<file path="config.mk">
export PLATFORM = sky130hd
export DESIGN_NAME = nec_ir_frame_transmitter_top
export DESIGN_NICKNAME = d
export VERILOG_FILES = /design/src/sv/nirt_pkg.sv /design/src/sv/nirt_cfg_regs.sv /design/src/sv/nirt_engine.sv /design/src/sv/nec_ir_frame_transmitter_top.sv
export SDC_FILE = /design/constraint.sdc
export NUM_CORES = 1
export LEC_CHECK = 0
export ABC_CLOCK_PERIOD_IN_PS = 6400
export BUFFER_PORTS_ARGS = -buffer_cell sky130_fd_sc_hd__buf_2
export CORE_ASPECT_RATIO = 1.5
export CORE_MARGIN = 8
export CORE_UTILIZATION = 40
export DETAILED_ROUTE_END_ITERATION = 10
export PLACE_DENSITY = 0.63
export SETUP_SLACK_MARGIN = 0.5
export SLEW_MARGIN = 5
export SYNTH_ARGS = -nofsm -noshare
export SYNTH_HDL_FRONTEND = slang
export SYNTH_SLANG_ARGS = --single-unit
</file>
<file path="constraint.sdc">
create_clock -name clk -period 6.4 [get_ports clk]
set_input_delay 1.28 -clock clk [delete_from_list [all_inputs] [get_ports clk]]
set_output_delay 1.28 -clock clk [all_outputs]
set_load 0.03 [all_outputs]
</file>
<file path="src/sv/nirt_pkg.sv">
// Shared types, codes and helpers of the NEC infrared frame transmitter.
package nirt_pkg;

	// Request codes carried by one input word.
	localparam logic [1:0] REQ_TICK   = 2'd0;
	localparam logic [1:0] REQ_FULL   = 2'd1;
	localparam logic [1:0] REQ_REPEAT = 2'd2;

	// Configuration register indexes.
	localparam logic [2:0] REG_ADDR_CODE    = 3'd0;
	localparam logic [2:0] REG_CARRIER_ON   = 3'd1;
	localparam logic [2:0] REG_CARRIER_OFF  = 3'd2;
	localparam logic [2:0] REG_HDR_MARK     = 3'd3;
	localparam logic [2:0] REG_HDR_SPACE    = 3'd4;
	localparam logic [2:0] REG_REPEAT_SPACE = 3'd5;
	localparam logic [2:0] REG_BIT_MARK     = 3'd6;
	localparam logic [2:0] REG_ONE_SPACE    = 3'd7;

	// Segment phase codes.
	localparam logic [2:0] PH_IDLE      = 3'd0;
	localparam logic [2:0] PH_HDR_MARK  = 3'd1;
	localparam logic [2:0] PH_HDR_SPACE = 3'd2;
	localparam logic [2:0] PH_MARK      = 3'd3;
	localparam logic [2:0] PH_BIT_SPACE = 3'd4;

	// Number of data bits in a full frame.
	localparam logic [5:0] FRAME_BITS = 6'd32;

	// Register file contents as seen by the engine.
	typedef struct packed {
		logic [15:0] addr_code;
		logic [9:0]  carrier_on_ticks;
		logic [9:0]  carrier_off_ticks;
		logic [9:0]  header_mark_periods;
		logic [9:0]  header_space_periods;
		logic [9:0]  repeat_space_periods;
		logic [9:0]  bit_mark_periods;
		logic [9:0]  one_space_periods;
	} cfg_t;

	// One result word.
	typedef struct packed {
		logic ir_level;
		logic busy_res;
		logic frame_done;
		logic rejected;
	} res_t;

	// A count of zero is treated as one.
	function automatic logic [9:0] at_least_one(input logic [9:0] v);
		return (v == 10'd0) ? 10'd1 : v;
	endfunction

endpackage

</file>
<file path="src/sv/nirt_cfg_regs.sv">
// Configuration register file of the NEC infrared frame transmitter.
module nirt_cfg_regs import nirt_pkg::*; (
	input  logic        clk,
	input  logic        arst_n,
	input  logic        cfg_we,
	input  logic [2:0]  cfg_index,
	input  logic [15:0] cfg_wdata,
	output cfg_t        cfg
);

	cfg_t cfg_q;

	// Register writes; every index selects one register.
	always_ff @(posedge clk or negedge arst_n) begin
		if (!arst_n) begin
			cfg_q.addr_code            <= 16'd0;
			cfg_q.carrier_on_ticks     <= 10'd99;
			cfg_q.carrier_off_ticks    <= 10'd191;
			cfg_q.header_mark_periods  <= 10'd342;
			cfg_q.header_space_periods <= 10'd171;
			cfg_q.repeat_space_periods <= 10'd86;
			cfg_q.bit_mark_periods     <= 10'd21;
			cfg_q.one_space_periods    <= 10'd63;
		end else if (cfg_we) begin
			case (cfg_index)
				REG_ADDR_CODE:    cfg_q.addr_code            <= cfg_wdata;
				REG_CARRIER_ON:   cfg_q.carrier_on_ticks     <= cfg_wdata[9:0];
				REG_CARRIER_OFF:  cfg_q.carrier_off_ticks    <= cfg_wdata[9:0];
				REG_HDR_MARK:     cfg_q.header_mark_periods  <= cfg_wdata[9:0];
				REG_HDR_SPACE:    cfg_q.header_space_periods <= cfg_wdata[9:0];
				REG_REPEAT_SPACE: cfg_q.repeat_space_periods <= cfg_wdata[9:0];
				REG_BIT_MARK:     cfg_q.bit_mark_periods     <= cfg_wdata[9:0];
				REG_ONE_SPACE:    cfg_q.one_space_periods    <= cfg_wdata[9:0];
				default:          cfg_q.addr_code            <= cfg_q.addr_code;
			endcase
		end
	end

	assign cfg = cfg_q;

endmodule

</file>
<file path="src/sv/nirt_engine.sv">
// Frame sequencer and carrier generator: one tick or request per word.
module nirt_engine import nirt_pkg::*; (
	input  logic       clk,
	input  logic       arst_n,
	input  cfg_t       cfg,
	input  logic       step,
	input  logic [1:0] req_type,
	input  logic [7:0] data_byte,
	output res_t       res
);

	logic [2:0]  phase_q, phase_d;
	logic        repeat_q, repeat_d;
	logic [31:0] shift_q, shift_d;
	logic [5:0]  bitpos_q, bitpos_d;
	logic [9:0]  periods_q, periods_d;
	logic [9:0]  tick_q, tick_d;
	logic        on_q, on_d;

	logic        busy_in;
	logic        is_start;
	logic [9:0]  tick_inc;
	logic [9:0]  limit;
	logic [9:0]  periods_dec;
	logic        done;
	logic        rej;

	// Next state for the word that is being processed.
	always_comb begin
		phase_d   = (phase_q >= PH_HDR_MARK && phase_q <= PH_BIT_SPACE) ? phase_q : PH_IDLE;
		repeat_d  = repeat_q;
		shift_d   = shift_q;
		bitpos_d  = bitpos_q;
		periods_d = periods_q;
		tick_d    = tick_q;
		on_d      = on_q;
		done      = 1'b0;
		rej       = 1'b0;
		busy_in   = (phase_d != PH_IDLE);
		is_start  = (req_type == REQ_FULL) || (req_type == REQ_REPEAT);
		tick_inc  = tick_q + 10'd1;
		limit     = at_least_one(on_q ? cfg.carrier_on_ticks : cfg.carrier_off_ticks);
		periods_dec = periods_q - 10'd1;

		if (is_start && !busy_in) begin
			// Load the frame and open the header mark in its lit half.
			repeat_d  = (req_type == REQ_REPEAT);
			bitpos_d  = 6'd0;
			shift_d   = {~data_byte, data_byte, cfg.addr_code};
			phase_d   = PH_HDR_MARK;
			periods_d = at_least_one(cfg.header_mark_periods);
			tick_d    = 10'd0;
			on_d      = 1'b1;
		end else begin
			rej = is_start;
			if (busy_in) begin
				if (tick_inc < limit) begin
					tick_d = tick_inc;
				end else begin
					tick_d = 10'd0;
					if (on_q) begin
						on_d = 1'b0;
					end else begin
						on_d      = 1'b1;
						periods_d = periods_dec;
						if (periods_dec == 10'd0) begin
							// The segment is over; pick the one that follows.
							case (phase_d)
								PH_HDR_MARK: begin
									phase_d   = PH_HDR_SPACE;
									periods_d = at_least_one(repeat_q ?
										cfg.repeat_space_periods :
										cfg.header_space_periods);
								end
								PH_HDR_SPACE: begin
									phase_d   = PH_MARK;
									periods_d = at_least_one(cfg.bit_mark_periods);
								end
								PH_MARK: begin
									if (repeat_q || bitpos_q >= FRAME_BITS) begin
										phase_d   = PH_IDLE;
										tick_d    = 10'd0;
										on_d      = 1'b0;
										periods_d = 10'd0;
										done      = 1'b1;
									end else begin
										phase_d   = PH_BIT_SPACE;
										periods_d = at_least_one(shift_q[0] ?
											cfg.one_space_periods :
											cfg.bit_mark_periods);
									end
								end
								default: begin
									bitpos_d  = bitpos_q + 6'd1;
									shift_d   = {1'b0, shift_q[31:1]};
									phase_d   = PH_MARK;
									periods_d = at_least_one(cfg.bit_mark_periods);
								end
							endcase
						end
					end
				end
			end
		end

		res.busy_res   = (phase_d != PH_IDLE);
		res.ir_level   = res.busy_res && on_d &&
			(phase_d == PH_HDR_MARK || phase_d == PH_MARK);
		res.frame_done = done;
		res.rejected   = rej;
	end

	// Sequencer state advances once per processed word.
	always_ff @(posedge clk or negedge arst_n) begin
		if (!arst_n) begin
			phase_q   <= PH_IDLE;
			repeat_q  <= 1'b0;
			shift_q   <= 32'd0;
			bitpos_q  <= 6'd0;
			periods_q <= 10'd0;
			tick_q    <= 10'd0;
			on_q      <= 1'b0;
		end else if (step) begin
			phase_q   <= phase_d;
			repeat_q  <= repeat_d;
			shift_q   <= shift_d;
			bitpos_q  <= bitpos_d;
			periods_q <= periods_d;
			tick_q    <= tick_d;
			on_q      <= on_d;
		end
	end

endmodule

</file>
<file path="src/sv/nec_ir_frame_transmitter_top.sv">
// Top level of the NEC infrared frame transmitter.
//
// Each input word is one time-base tick (req_type 0 or 3) or a request to
// start a full frame (1, with data_byte as command) or a repeat frame (2).
// Every input word yields exactly one result word: the LED level after
// that tick, the busy flag, a frame-done pulse and a rejected flag for a
// start request that arrived while a frame was on the air.
// Both channels use valid and stall. A word is accepted at a clock edge
// where valid is high and stall is low.
// The word is captured in an input register, the sequencer processes it
// and the result lands in the output register. One word is accepted every
// cycle while the output side takes results; the sequencer state update
// is a single pass. When the receiver stalls, the result holds in the
// output register, the input register keeps its word and in_stall rises
// once it is occupied. Configuration is written through cfg_we, cfg_index
// and cfg_wdata while the block is idle, a rule on the user that the block
// does not enforce. Reset clears the frame state and loads the default NEC
// timing (38 kHz-style carrier counts and standard segment lengths).
module nec_ir_frame_transmitter_top import nirt_pkg::*; (
	input  logic        clk,
	input  logic        arst_n,
	input  logic        cfg_we,
	input  logic [2:0]  cfg_index,
	input  logic [15:0] cfg_wdata,
	input  logic        in_valid,
	output logic        in_stall,
	input  logic [1:0]  req_type,
	input  logic [7:0]  data_byte,
	output logic        out_valid,
	input  logic        out_stall,
	output logic        ir_level,
	output logic        busy_res,
	output logic        frame_done,
	output logic        rejected
);

	cfg_t       cfg;
	res_t       res;
	logic       valid_s1;
	logic [1:0] req_s1;
	logic [7:0] data_s1;
	logic       advance;
	logic       in_take;
	logic       out_valid_q;
	res_t       res_q;

	nirt_cfg_regs u_cfg (
		.clk       (clk),
		.arst_n    (arst_n),
		.cfg_we    (cfg_we),
		.cfg_index (cfg_index),
		.cfg_wdata (cfg_wdata),
		.cfg       (cfg)
	);

	// The input word moves on when the output register is free or drains.
	assign advance  = valid_s1 && (!out_valid_q || !out_stall);
	assign in_stall = valid_s1 && !advance;
	assign in_take  = in_valid && !in_stall;

	// Input register.
	always_ff @(posedge clk or negedge arst_n) begin
		if (!arst_n) begin
			valid_s1 <= 1'b0;
		end else if (in_take) begin
			valid_s1 <= 1'b1;
		end else if (advance) begin
			valid_s1 <= 1'b0;
		end
	end

	always_ff @(posedge clk) begin
		if (in_take) begin
			req_s1  <= req_type;
			data_s1 <= data_byte;
		end
	end

	nirt_engine u_engine (
		.clk       (clk),
		.arst_n    (arst_n),
		.cfg       (cfg),
		.step      (advance),
		.req_type  (req_s1),
		.data_byte (data_s1),
		.res       (res)
	);

	// Output register.
	always_ff @(posedge clk or negedge arst_n) begin
		if (!arst_n) begin
			out_valid_q <= 1'b0;
		end else if (advance) begin
			out_valid_q <= 1'b1;
		end else if (!out_stall) begin
			out_valid_q <= 1'b0;
		end
	end

	always_ff @(posedge clk) begin
		if (advance) begin
			res_q <= res;
		end
	end

	assign out_valid  = out_valid_q;
	assign ir_level   = res_q.ir_level;
	assign busy_res   = res_q.busy_res;
	assign frame_done = res_q.frame_done;
	assign rejected   = res_q.rejected;

	// A finished frame leaves the LED dark and the block idle.
	a_done_idle: assert property (@(posedge clk) disable iff (!arst_n)
		out_valid_q && res_q.frame_done |-> !res_q.busy_res && !res_q.ir_level)
		else $error("frame done while still busy or lit");

	// The LED is lit only during a frame.
	a_lit_busy: assert property (@(posedge clk) disable iff (!arst_n)
		out_valid_q && res_q.ir_level |-> res_q.busy_res)
		else $error("LED lit outside a frame");

	// Input is stalled only while the input register holds a word.
	a_stall_full: assert property (@(posedge clk) disable iff (!arst_n)
		in_stall |-> valid_s1)
		else $error("input stalled with empty input register");

	// A word waiting in the input register is kept until it is processed.
	a_s1_hold: assert property (@(posedge clk) disable iff (!arst_n)
		valid_s1 && !advance |=> valid_s1 && $stable(req_s1) && $stable(data_s1))
		else $error("waiting input word lost or changed");

endmodule
</file>
==> summary.md <==
| Metric | Value |
|---|---|
| Antenna Cells | `0` |
| Worst Tran Pin Value | `between 1000 and 1500 ps` |
| Initial Util | `around two fifths` |
| Root buf cell | `clkbuf_16` |
| First-pass GRT wire length | `31400 um` |
| Synth unique cells | `64` |
| Sw frac | `32.4%` |
| GP Congestion | `0.885` |
| Clk slew on worst S/H paths | `60 ps` |
| WHS Endpoint | `u_engine.shift_q[31]` |
| Initial drt markers | `359` |
| Seq pwr share | `about 44%` |
| Max Clk Rate | `228 MHz` |
| Crit Path Class | `reg2reg` |
| Vias/cell | `5.55` |
| Num CTS Buffers | `17` |
| All-Layer GR Usage | `between 10% and 20%` |
| Share of the synthesized area in the top cell type | `35.7%` |
| Core area | `20300 um2` |
| CP max FO | `50` |
| Synthesis warning total | `0` |
| Area leader, netlist | `dfrtp_1` |
| LEAKAGE | `3.81 nW` |
| Internal power | `~2.5 mW` |
| Syn_area_per_cell | `10.9 um2` |
| Ports | `40` |
| Wirelength per Cell | `around 18 um` |
| Slowest cell on crit path | `a2111oi_4` |
| Peak VDD IR | `0.000233 V` |
| Synth Area in Compound Gates | `11.5%` |
| Hold path depth | `1` |
| FF-to-FF Start | `u_engine.tick_q[0]` |
| Critical path's largest stage delay | `890 ps` |
| Post-synthesis simple-gate area fraction | `between 10% and 20%` |
| Crit Reg-Reg Endpoint | `u_engine.shift_q[12]` |
| Power per cell area | `395 nW/um2` |
| Clock Skew | `12.6 ps` |
| CP startpoint kind | `flop` |
| Crit end category | `flop` |
| Synthesized flop and latch total | `165` |
| Antenna violations before repair | `0` |
| Die ar. | `25400 um2` |
| Total Wirelength | `19200 um` |
| Post-Syn Area | `8190 um2` |
| RSZ-0062 raised after global routing | `false` |
| FILL cells | `1843` |
| Reg2Reg Depth | `14` |
| Clock net sink count | `about 170` |
| Worst EP arrival | `4730 ps` |
| Vias in the first global route | `5844` |
| Mux contribution to synthesized area | `15.1%` |
| Kind of cell adding the most delay to the critical path | `compound AO/OA/AOI/OAI gates` |
| Final slew viol count | `0` |
| Post-synth EDFFs | `14` |
| Layout area overhead | `12.9%` |
| Fin crit period | `4390 ps` |
| Final period utilization | `68.5%` |
| Bufs and invs on worst path | `1` |
| Post-CTS resize count | `0` |
| DRT antenna net count | `0` |
| Hold Vio Cnt, Final | `0` |
| Post-Synth XOR/XNOR Area | `under 10%` |
| Pin count of the biggest net entering global routing | `87` |
| Die width | `133 um` |
| Post-synthesis cell count | `754` |
| Setup TNS | `0 ps` |
| Gr ovfl total | `0` |
| Post-synthesis sequential area ratio | `about half` |
| Post-CTS Repair Setup Buffers | `0` |
| Post-placement setup slack | `between 2000 and 2500 ps` |
| Die height | `191 um` |
| Largest family of logic cells by synthesized area | `multiplexers` |
| # nets final | `between 800 and 900` |
| Max Cap Violations | `0` |
| Finish-stage setup viols | `0` |
| Status | `finished, final reports clean` |
| Layout cell share with drive strength beyond 1 | `between 20% and 30%` |
| Rel. slew slack | `between 20% and 30%` |
| Mapped Nets | `802` |
| Port Buffer Count | `39` |
| Synthesized-area fraction occupied by adder cells | `2.14%` |
| Via count | `5870` |
| Clk Latency, worst-skew pair | `between 400 and 500 ps` |
| Hold path startpoint | `u_engine.shift_q[31]` |
| Main flop type after synthesis | `dfrtp_1` |
| Htree depth | `4` |
| Std cell rows | `64` |
| DR pass1 iterations | `7` |
| Clock buffer depth | `2` |
| Worst Hold Class | `reg2reg` |
| Gate power share | `25.9%` |
| R2R setup slack | `2010 ps` |
| FFs w/ async S/R, synth | `between 90% and 100%` |
| CTS tree | `yes` |
| Hpwl dp | `13300 um` |
| Switch Pwr | `1.19 mW` |
| CTS hold repair buffers | `0` |
| Drc violations | `0` |
| CP cell instances | `ha_1 -> nand3_1 -> nor2_1 -> nand3_1 -> xnor2_1 -> ha_1 -> and4_1 -> o211ai_1 -> a211oi_2 -> o21ai_2 -> a2111oi_4 -> buf_4 -> nor2_1 -> a31oi_1` |
| Worst EP required | `6750 ps` |
| Synth area leaders | `dfrtp_1, mux2_2, dfstp_2` |
| Setup ws final | `between 2000 and 2500 ps` |
| Clk pwr share | `29.8%` |
Yosys cell counts (13+ instances only):
master / count
mux2i_1: 17
nand3_1: 17
nand2b_1: 15
dfrtp_1: 117
a21oi_1: 28
o21ai_1: 18
nor2_1: 73
clkbuf_1: 24
dfstp_2: 34
nor3_1: 14
mux2_2: 91
edfxtp_1: 14
a31oi_1: 32
nand2_1: 87
ha_1: 14
o21ai_0: 13
state kept, by name, summed over array words and instances (netlist names), 2 cells and up:
| name | cells |
|---|---|
| u_engine.shift_q | 32 |
| u_engine.phase_q | 3 |
| u_cfg.cfg | 86 |
| u_engine.bitpos_q | 6 |
| u_engine.tick_q | 10 |
| req_s1 | 2 |
| data_s1 | 8 |
| u_engine.periods_q | 10 |
layout make-up:
type | instances | area [um2] | area share (%)
flip-flops and latches | 165 | 4240 | 45.8
multi-input cells | 539 | 3750 | 40.6
clock buffers | 18 | 429 | 4.64
well taps | 264 | 330 | 3.57
repair buffers | 46 | 254 | 2.75
clock inverters | 14 | 196 | 2.12
inverters | 12 | 45.0 | 0.487
logic make-up (layout without fill, tap and decap cells):
kind of cell | count (synthesis) | in the layout
fa+ha+maj | 14 | 14
simple gates | 259 | 259
mux | 112 | 112
compound gates | 137 | 137
xor+xnor | 17 | 17
flops | 165 | 165
buf+inv | 50 | 90
cells in the final DEF, fill, tap and decap left out, types with 17 or more instances in the layout:
cell       Yosys  final
dfrtp_1      117    117
nand2_1       87     87
mux2i_1       17     17
a21oi_1       28     28
mux2_2        91     91
clkbuf_16      0     17
a31oi_1       32     32
o21ai_1       18     18
nand3_1       17     17
dfstp_2       34     34
nor2_1        73     72
buf_2          6     38
through the flow:
step	utilization, %	total power, mW	std cells	hold WS (ps)	area, um2
after floorplan	-	2.30	754	457	8190
after global placement	42.6	2.56	1026	466	8630
after detailed placement	42.6	2.58	1026	476	8630
after CTS	45.7	3.68	1058	491	9250
after global routing	45.7	3.88	1058	510	9250
final	45.7	3.66	1058	489	9250
how the worst max path moves through the flow:
stage | startpoint | end | cells after the start
2_1_floorplan | u_engine.tick_q[0] | u_engine.shift_q[31] | 13
3_3_place_gp | out_stall | u_engine.bitpos_q[0] | 9
3_5_place_dp | u_engine.tick_q[0] | u_engine.shift_q[12] | 14
4_1_cts | u_engine.tick_q[0] | u_engine.shift_q[12] | 14
5_1_grt | u_engine.tick_q[0] | u_engine.shift_q[12] | 14
6_report | u_engine.tick_q[0] | u_engine.shift_q[12] | 14
per-layer routing:
layer	global-route usage (%)	part of all wire, %	vias to the layer above	wire length (um)
met5	0	0	-	0
met4	9.25	3.6	0	698
met3	2.21	3.0	33	571
met2	27.4	51	114	9850
met1	18.2	42	2916	8060
li1	-	-	2807	-
power by group through the flow:
stage	clock [mW]	sequential [mW]	combinational [mW]
final	1.09	1.62	0.948
after global routing	1.15	1.67	1.06
after CTS	1.11	1.62	0.952
after detailed placement	0	1.63	0.947
after global placement	0	1.63	0.926
after floorplan	0	1.53	0.763
No activity file was read; power rests on OpenSTA's default activity.
